--- src/rtl/u16u8_pkg.sv ---
// Shared types and constants of the UTF-16 to UTF-8 encoder.
package u16u8_pkg;

  localparam int unsigned QUEUE_DEPTH_DEF = 2;

  localparam logic [31:0] HIGH_FIRST = 32'h0000_D800;
  localparam logic [31:0] HIGH_LAST  = 32'h0000_DBFF;
  localparam logic [31:0] LOW_FIRST  = 32'h0000_DC00;
  localparam logic [31:0] LOW_LAST   = 32'h0000_DFFF;
  localparam logic [31:0] CP_LIMIT   = 32'h0011_0000;
  localparam logic [20:0] SUPP_BASE  = 21'h01_0000;
  localparam logic [20:0] REPL_CHAR  = 21'h00_FFFD;
  localparam logic [20:0] LIM_1B     = 21'h00_0080;
  localparam logic [20:0] LIM_2B     = 21'h00_0800;
  localparam logic [20:0] LIM_3B     = 21'h01_0000;

  localparam logic [7:0] LEAD_2B   = 8'hC0;
  localparam logic [7:0] LEAD_3B   = 8'hE0;
  localparam logic [7:0] LEAD_4B   = 8'hF0;
  localparam logic [7:0] CONT_MARK = 8'h80;

  // One encoded character (or terminator) as it waits for the byte serializer.
  typedef struct packed {
    logic [3:0][7:0] bytes;     // bytes[0] leaves first
    logic [1:0]      last_idx;  // index of the final byte
    logic            term;      // end-of-string zero byte
  } job_t;

endpackage

--- src/rtl/u16u8_front.sv ---
// Front end: accepts code units, pairs surrogates and builds the byte groups.
module u16u8_front (
  input  logic             clk,
  input  logic             rst_n,
  input  logic             in_valid,
  output logic             in_ready,
  input  logic             in_kind,
  input  logic [31:0]      in_code_unit,
  input  logic             q_full,
  output logic             push,
  output u16u8_pkg::job_t  push_job
);
  import u16u8_pkg::*;

  logic        pending_r, pending_nxt;
  logic [9:0]  high_r, high_nxt;
  logic        fire, is_high, is_low, paired, over;
  logic [20:0] pair_cp, cp;

  assign in_ready = !q_full;
  assign fire     = in_valid && in_ready;

  assign is_high = (in_code_unit >= HIGH_FIRST) && (in_code_unit <= HIGH_LAST);
  assign is_low  = (in_code_unit >= LOW_FIRST) && (in_code_unit <= LOW_LAST);
  assign paired  = pending_r && is_low;
  assign pair_cp = {1'b0, high_r, in_code_unit[9:0]} + SUPP_BASE;
  // a joined pair never exceeds U+10FFFF
  assign over    = !paired && (in_code_unit >= CP_LIMIT);

  always_comb begin
    if (paired) begin
      cp = pair_cp;
    end else if (over) begin
      cp = REPL_CHAR;
    end else begin
      cp = in_code_unit[20:0];
    end
  end

  always_comb begin
    push_job = '0;
    if (in_kind) begin
      push_job.term     = 1'b1;
      push_job.last_idx = 2'd0;
    end else if (cp < LIM_1B) begin
      push_job.bytes[0] = {1'b0, cp[6:0]};
      push_job.last_idx = 2'd0;
    end else if (cp < LIM_2B) begin
      push_job.bytes[0] = LEAD_2B | {3'b0, cp[10:6]};
      push_job.bytes[1] = CONT_MARK | {2'b0, cp[5:0]};
      push_job.last_idx = 2'd1;
    end else if (cp < LIM_3B) begin
      push_job.bytes[0] = LEAD_3B | {4'b0, cp[15:12]};
      push_job.bytes[1] = CONT_MARK | {2'b0, cp[11:6]};
      push_job.bytes[2] = CONT_MARK | {2'b0, cp[5:0]};
      push_job.last_idx = 2'd2;
    end else begin
      push_job.bytes[0] = LEAD_4B | {5'b0, cp[20:18]};
      push_job.bytes[1] = CONT_MARK | {2'b0, cp[17:12]};
      push_job.bytes[2] = CONT_MARK | {2'b0, cp[11:6]};
      push_job.bytes[3] = CONT_MARK | {2'b0, cp[5:0]};
      push_job.last_idx = 2'd3;
    end
  end

  // a high surrogate is only held, it yields no bytes
  assign push = fire && (in_kind || !is_high);

  always_comb begin
    pending_nxt = pending_r;
    high_nxt    = high_r;
    if (fire) begin
      if (!in_kind && is_high) begin
        pending_nxt = 1'b1;
        high_nxt    = in_code_unit[9:0];
      end else begin
        pending_nxt = 1'b0;
        high_nxt    = '0;
      end
    end
  end

  always_ff @(posedge clk) begin
    if (!rst_n) begin
      pending_r <= 1'b0;
      high_r    <= '0;
    end else begin
      pending_r <= pending_nxt;
      high_r    <= high_nxt;
    end
  end

endmodule

--- src/rtl/u16u8_queue.sv ---
// Small job queue between the front end and the byte serializer.
module u16u8_queue #(
  parameter int unsigned DEPTH = u16u8_pkg::QUEUE_DEPTH_DEF
) (
  input  logic             clk,
  input  logic             rst_n,
  input  logic             push,
  input  u16u8_pkg::job_t  push_job,
  output logic             full,
  input  logic             pop,
  output logic             q_valid,
  output u16u8_pkg::job_t  q_job
);
  import u16u8_pkg::*;

  localparam int unsigned PTR_W = (DEPTH > 1) ? $clog2(DEPTH) : 1;
  localparam int unsigned CNT_W = $clog2(DEPTH + 1);
  localparam logic [PTR_W-1:0] PTR_LAST = PTR_W'(DEPTH - 1);
  localparam logic [CNT_W-1:0] CNT_FULL = CNT_W'(DEPTH);

  job_t             mem_r [DEPTH];
  logic [PTR_W-1:0] wr_ptr_r, wr_ptr_nxt, rd_ptr_r, rd_ptr_nxt;
  logic [CNT_W-1:0] count_r, count_nxt;
  logic             do_push, do_pop;

  assign full    = (count_r == CNT_FULL);
  assign q_valid = (count_r != '0);
  assign q_job   = mem_r[rd_ptr_r];
  assign do_push = push && !full;
  assign do_pop  = pop && q_valid;

  always_comb begin
    wr_ptr_nxt = wr_ptr_r;
    rd_ptr_nxt = rd_ptr_r;
    count_nxt  = count_r;
    if (do_push) begin
      wr_ptr_nxt = (wr_ptr_r == PTR_LAST) ? '0 : wr_ptr_r + 1'b1;
    end
    if (do_pop) begin
      rd_ptr_nxt = (rd_ptr_r == PTR_LAST) ? '0 : rd_ptr_r + 1'b1;
    end
    if (do_push && !do_pop) begin
      count_nxt = count_r + 1'b1;
    end else if (do_pop && !do_push) begin
      count_nxt = count_r - 1'b1;
    end
  end

  always_ff @(posedge clk) begin
    if (!rst_n) begin
      wr_ptr_r <= '0;
      rd_ptr_r <= '0;
      count_r  <= '0;
    end else begin
      wr_ptr_r <= wr_ptr_nxt;
      rd_ptr_r <= rd_ptr_nxt;
      count_r  <= count_nxt;
    end
  end

  always_ff @(posedge clk) begin
    if (do_push) begin
      mem_r[wr_ptr_r] <= push_job;
    end
  end

endmodule

--- src/rtl/u16u8_back.sv ---
// Byte serializer: sends one byte of the current job per transaction.
module u16u8_back (
  input  logic             clk,
  input  logic             rst_n,
  input  logic             q_valid,
  input  u16u8_pkg::job_t  q_job,
  output logic             pop,
  output logic             out_valid,
  input  logic             out_ready,
  output logic [7:0]       out_byte,
  output logic             out_last_of_run,
  output logic             out_is_terminator
);
  import u16u8_pkg::*;

  job_t       job_r, job_nxt;
  logic [1:0] idx_r, idx_nxt;
  logic       busy_r, busy_nxt;
  logic       at_last, done;

  assign at_last = (idx_r == job_r.last_idx);
  assign done    = busy_r && out_ready && at_last;
  // next job loads as the last byte of the current one goes out
  assign pop     = q_valid && (!busy_r || done);

  assign out_valid         = busy_r;
  assign out_byte          = job_r.bytes[idx_r];
  assign out_last_of_run   = at_last;
  assign out_is_terminator = job_r.term;

  always_comb begin
    job_nxt  = job_r;
    idx_nxt  = idx_r;
    busy_nxt = busy_r;
    if (pop) begin
      job_nxt  = q_job;
      idx_nxt  = '0;
      busy_nxt = 1'b1;
    end else if (done) begin
      busy_nxt = 1'b0;
    end else if (busy_r && out_ready) begin
      idx_nxt = idx_r + 1'b1;
    end
  end

  always_ff @(posedge clk) begin
    if (!rst_n) begin
      busy_r <= 1'b0;
      idx_r  <= '0;
    end else begin
      busy_r <= busy_nxt;
      idx_r  <= idx_nxt;
    end
  end

  always_ff @(posedge clk) begin
    job_r <= job_nxt;
  end

endmodule

--- src/rtl/utf16_to_utf8_encoder.sv ---
// UTF-16 to UTF-8 encoder. Each accepted code unit yields 1 to 4 UTF-8 bytes, lead byte
// first; a held high surrogate yields none, and an end-of-string item yields one zero byte
// flagged as terminator. The output serializer moves one byte per cycle while out_ready is
// high, and a high surrogate never occupies it. A QUEUE_DEPTH-entry job queue between the
// front end and the serializer lets input be taken while bytes drain; an accepted item is
// written into the queue and then loaded into the serializer's job register, from which
// its first byte goes out. QUEUE_DEPTH must be 2 or more.
module utf16_to_utf8_encoder #(
  parameter int unsigned QUEUE_DEPTH = u16u8_pkg::QUEUE_DEPTH_DEF
) (
  input  logic        clk,
  input  logic        rst_n,
  input  logic        in_valid,
  output logic        in_ready,
  input  logic        in_kind,
  input  logic [31:0] in_code_unit,
  output logic        out_valid,
  input  logic        out_ready,
  output logic [7:0]  out_byte,
  output logic        out_last_of_run,
  output logic        out_is_terminator
);
  import u16u8_pkg::*;

  logic push, q_full, pop, q_valid;
  job_t push_job, q_job;

  u16u8_front u_front (
    .clk          (clk),
    .rst_n        (rst_n),
    .in_valid     (in_valid),
    .in_ready     (in_ready),
    .in_kind      (in_kind),
    .in_code_unit (in_code_unit),
    .q_full       (q_full),
    .push         (push),
    .push_job     (push_job)
  );

  u16u8_queue #(
    .DEPTH (QUEUE_DEPTH)
  ) u_queue (
    .clk      (clk),
    .rst_n    (rst_n),
    .push     (push),
    .push_job (push_job),
    .full     (q_full),
    .pop      (pop),
    .q_valid  (q_valid),
    .q_job    (q_job)
  );

  u16u8_back u_back (
    .clk               (clk),
    .rst_n             (rst_n),
    .q_valid           (q_valid),
    .q_job             (q_job),
    .pop               (pop),
    .out_valid         (out_valid),
    .out_ready         (out_ready),
    .out_byte          (out_byte),
    .out_last_of_run   (out_last_of_run),
    .out_is_terminator (out_is_terminator)
  );

endmodule

--- config.mk ---
export PLATFORM = sky130hd
export DESIGN_NAME = utf16_to_utf8_encoder
export DESIGN_NICKNAME = d
export VERILOG_FILES = /design/src/rtl/u16u8_pkg.sv /design/src/rtl/u16u8_front.sv /design/src/rtl/u16u8_queue.sv /design/src/rtl/u16u8_back.sv /design/src/rtl/utf16_to_utf8_encoder.sv
export SDC_FILE = /design/constraint.sdc
export NUM_CORES = 1
export LEC_CHECK = 0
export ABC_CLOCK_PERIOD_IN_PS = 4700
export BUFFER_PORTS_ARGS = -buffer_cell sky130_fd_sc_hd__buf_4
export CAP_MARGIN = 20
export CORE_AREA = 5 5 92 137
export CTS_BUF_LIST = sky130_fd_sc_hd__clkbuf_8
export CTS_CLUSTER_DIAMETER = 30
export DETAILED_ROUTE_END_ITERATION = 10
export DIE_AREA = 0 0 97 142
export GPL_TIMING_DRIVEN = 0
export RECOVER_POWER = 100
export SYNTH_ARGS = -nofsm -noshare
export SYNTH_HDL_FRONTEND = slang
export SYNTH_SLANG_ARGS = --single-unit
--- constraint.sdc ---
create_clock -name clk -period 4.7 [get_ports clk]
set_input_delay 0.705 -clock clk [delete_from_list [all_inputs] [get_ports clk]]
set_output_delay 0.705 -clock clk [all_outputs]
set_load 0.005 [all_outputs]
==> flow_metrics.py <==
metrics = {
    "synth": {
        "yosysSeqAreaShare_pct": 61.9,
        "async_flop_share_pct": 0,
        "synth_top_area_share_pct": 54.6,
        "synth_flop_cell": "edfxtp_1",
        "synthesis.area_um2": 4950,
        "synth_edf_count": 90,
        "syn_inst": 369,
        "synth_nets": 408,
        "synth_area_leaders": "edfxtp_1 (55%), dfxtp_1 (7.3%), mux2_2 (7.1%)",
        "syn_avg_cell_area_um2": 13.4,
        "synth-seq-cells": 108,
        "synthDistinctLibCells": 64,
        "synth_warnings": 0,
        "synth_area_leader_cell": "edfxtp_1",
    },
    "worst_setup_path": {
        "critPathLaunchType": "input pin",
        "worstSetupPathType": "in -> reg",
        "crit_fanout": 8,
        "cp_data_required_time_ns": 4.85,
        "worstPathArrival_ns": 4.15,
        "crit_path_end_kind": "flop",
    },
    "timing": {
        "finalMaxSlewViolations": 63,
        "fmax_mhz": 250,
        "rsz0062_at_grt": "false",
        "setup_tns_ns": 0,
        "slew_headroom_pct": -35.8,
        "hold_viol": 0,
        "worstMarginPinSlew_ns": 2.04,
        "post-route-period-util_pct": 84.9,
        "period_needed_ns": 3.99,
        "finClkSkew_ns": 0.0116,
        "setup_viol": 0,
    },
    "global_route": {
        "grt_overflow": 0,
        "antenna_found_initial": 0,
        "grt_pass1_wl_um": 17800,
        "grt_max_degree": 33,
        "grt_pass1_vias": 3360,
        "gr-usage-all-layers_pct": 16.6,
    },
    "placed_design": {
        "gp_congestion": 0.928,
        "dp_hpwl_um": 8270,
        "port_buffers": 48,
    },
    "pwr": {
        "leakage_nw": 1.94,
        "p_sw_share_pct": 25.5,
        "power.internal_mw": 1.96,
        "vdd_ir_drop_max_mv": 0.302,
        "pwr-share-comb_pct": 23.1,
        "switching_power_mw": 0.669,
        "p_clk_share_pct": 24.6,
        "seqPwrFrac_pct": 52.3,
        "power.density_nw_per_um2": 460,
    },
    "route": {
        "via_count": 3250,
        "drtIter0Drc": 154,
        "ant_nets": 0,
        "vias_per_cell": 5.57,
        "drc": 0,
        "wire_per_inst_um": 18.9,
        "firstDrtPassIters": 7,
        "finalWirelength_um": 11000,
    },
    "layout": {
        "multiInputGateArea_um2": 1770,
        "num-fill-cells": 1012,
        "postLayoutCoreUtil_pct": 50.3,
        "fin_nets": 468,
        "synthToLayoutAreaGrowth_pct": 15.3,
        "register_area_um2": 3060,
        "final_common_cell": "edfxtp_1",
        "final_cell_mix": "edfxtp_1 (90), buf_4 (35), nor2_1 (30), mux2_2 (30), dfxtp_1 (18)",
        "insertedDiodeCount": 0,
        "drive_above_1_share_pct": 24.5,
    },
    "clock_network": {
        "clockRootBuffer": "clkbuf_8",
        "h-tree-depth": 3,
        "cts_resized": 0,
        "numClockSinks": 108,
        "cts_tree": "done",
        "numCtsBuffers": 9,
        "clkSlewWorstSetupHoldPaths_ns": 0.10,
        "hold_buffers": 0,
        "insertion_delay_ns": 0.35,
        "clk_path_buf_depth": 2,
        "cts_setup_buffers": 0,
    },
    "floorplanning": {
        "core_area_um2": 11400,
        "die_y_um": 142,
        "die_width_um": 97,
        "die_area_um2": 13800,
        "num_io_pins": 49,
        "start_util_pct": 43.6,
        "rows": 48,
    },
    "min_path": {
        "hp-class": "reg -> reg",
    },
    "outcome": {
        "violations": "max-capacitance violations, max-slew violations",
        "status": "finished with violations",
    },
    "job": {
        "maxCapViolCount": 2,
    },
}
## flip-flops by register name, indices dropped and copies added (netlist names)
signal and flops:
u_back.out_is_terminator 1, u_back.job_r 29, u_queue.mem_r 60, u_back.idx_r 2, u_queue.count_r 2, u_back.out_valid 1, u_front.pending_r 1, u_queue.wr_ptr_r 1
u_queue.rd_ptr_r 1, u_front.high_r 10
## stage by stage
stage	cells	worst slack (ns)	total power [mW]	instance area, um^2	hold slack, ns
global route	583	0.504	2.77	5710	0.561
global placement	567	0.240	2.01	5500	0.511
CTS	583	1.12	2.68	5750	0.520
detailed placement	568	0.714	2.03	5520	0.523
floorplan	369	1.31	1.78	4950	0.491
finish	583	0.708	2.63	5710	0.532
## cells in the mapped netlist, drive strengths merged, types with 3 or more instances
master and number:
a21boi 3, edfxtp 90, nor2 31, inv 9, clkbuf 8, nor4 6
a211oi 7, buf 8, a22oi 10, or4 3, o31a 3, nor3 8
and2 4, a21oi 17, a221oi 3, nand3 5, mux2 31, o21a 3
dfxtp 18, nor2b 14, mux2i 4, nand4 4, or3 4, mux4 6
xor2 6, nand2 15, o21ai 14, xnor2 3, and3 3
## worst paths after layout
| path | startpoint | endpoint | slack (ns) | depth (start not counted) |
|---|---|---|---|---|
| setup / recovery | in_code_unit[18] | u_queue.mem_r[0][11] | 0.71 | 12 |
| hold / removal | u_queue.count_r[1] | u_queue.count_r[1] | 0.53 | 2 |
| setup reg to reg | u_front.high_r[6] | u_queue.mem_r[1][31] | 1.37 | 11 |
| hold reg to reg | u_queue.count_r[1] | u_queue.count_r[1] | 0.53 | 2 |
## power by group through the flow
stage                     clock network [mW]  registers [mW]  logic, mW
after floorplan                            0            1.38      0.401
after global placement                     0            1.40      0.614
after detailed placement                   0            1.40      0.629
after CTS                              0.666            1.38      0.634
after global routing                   0.704            1.40      0.673
final                                  0.646            1.37      0.608
## per-layer routing
metal / up-vias / part of all wire (%) / track usage [%]
met4: 0 / 3.2 / 7.32
li1: 1542 / - / -
met1: 1583 / 39 / 19.5
met5: - / 0 / 0
met2: 97 / 54 / 30.0
met3: 28 / 3.7 / 2.75
## kinds of logic (layout without fill, tap and decap cells)
logic type	count (synthesis)	count (layout)	synth area share (%)
compound gates	77	77	11.6
fa+ha+maj	2	2	0.506
flops	108	108	61.9
simple gates	107	107	11.7
buf+inv	25	89	2.17
mux	41	41	10.6
xor+xnor	9	9	1.59
## critical path, stage by stage
cell      delay (ns)
clkbuf_1        0.13
or4_1           0.52
clkbuf_1        0.19
or4_1           0.63
a211oi_4        0.52
nor4b_1         0.16
clkbuf_1        0.20
nand3_1         0.19
nand2_1         0.20
inv_1           0.29
o21ai_1         0.11
a211oi_1        0.31
## final cells by class
| type | instances | area share (%) |
|---|---|---|
| tap | 150 | 3.29 |
| clock buffer | 9 | 2.17 |
| buffer | 16 | 1.14 |
| timing repair buffer | 49 | 6.25 |
| inverter | 9 | 0.592 |
| multi-input combinational | 236 | 31.0 |
| clock inverter | 6 | 1.95 |
| sequential | 108 | 53.7 |
Note: power is estimated with default switching activity, not from simulation.
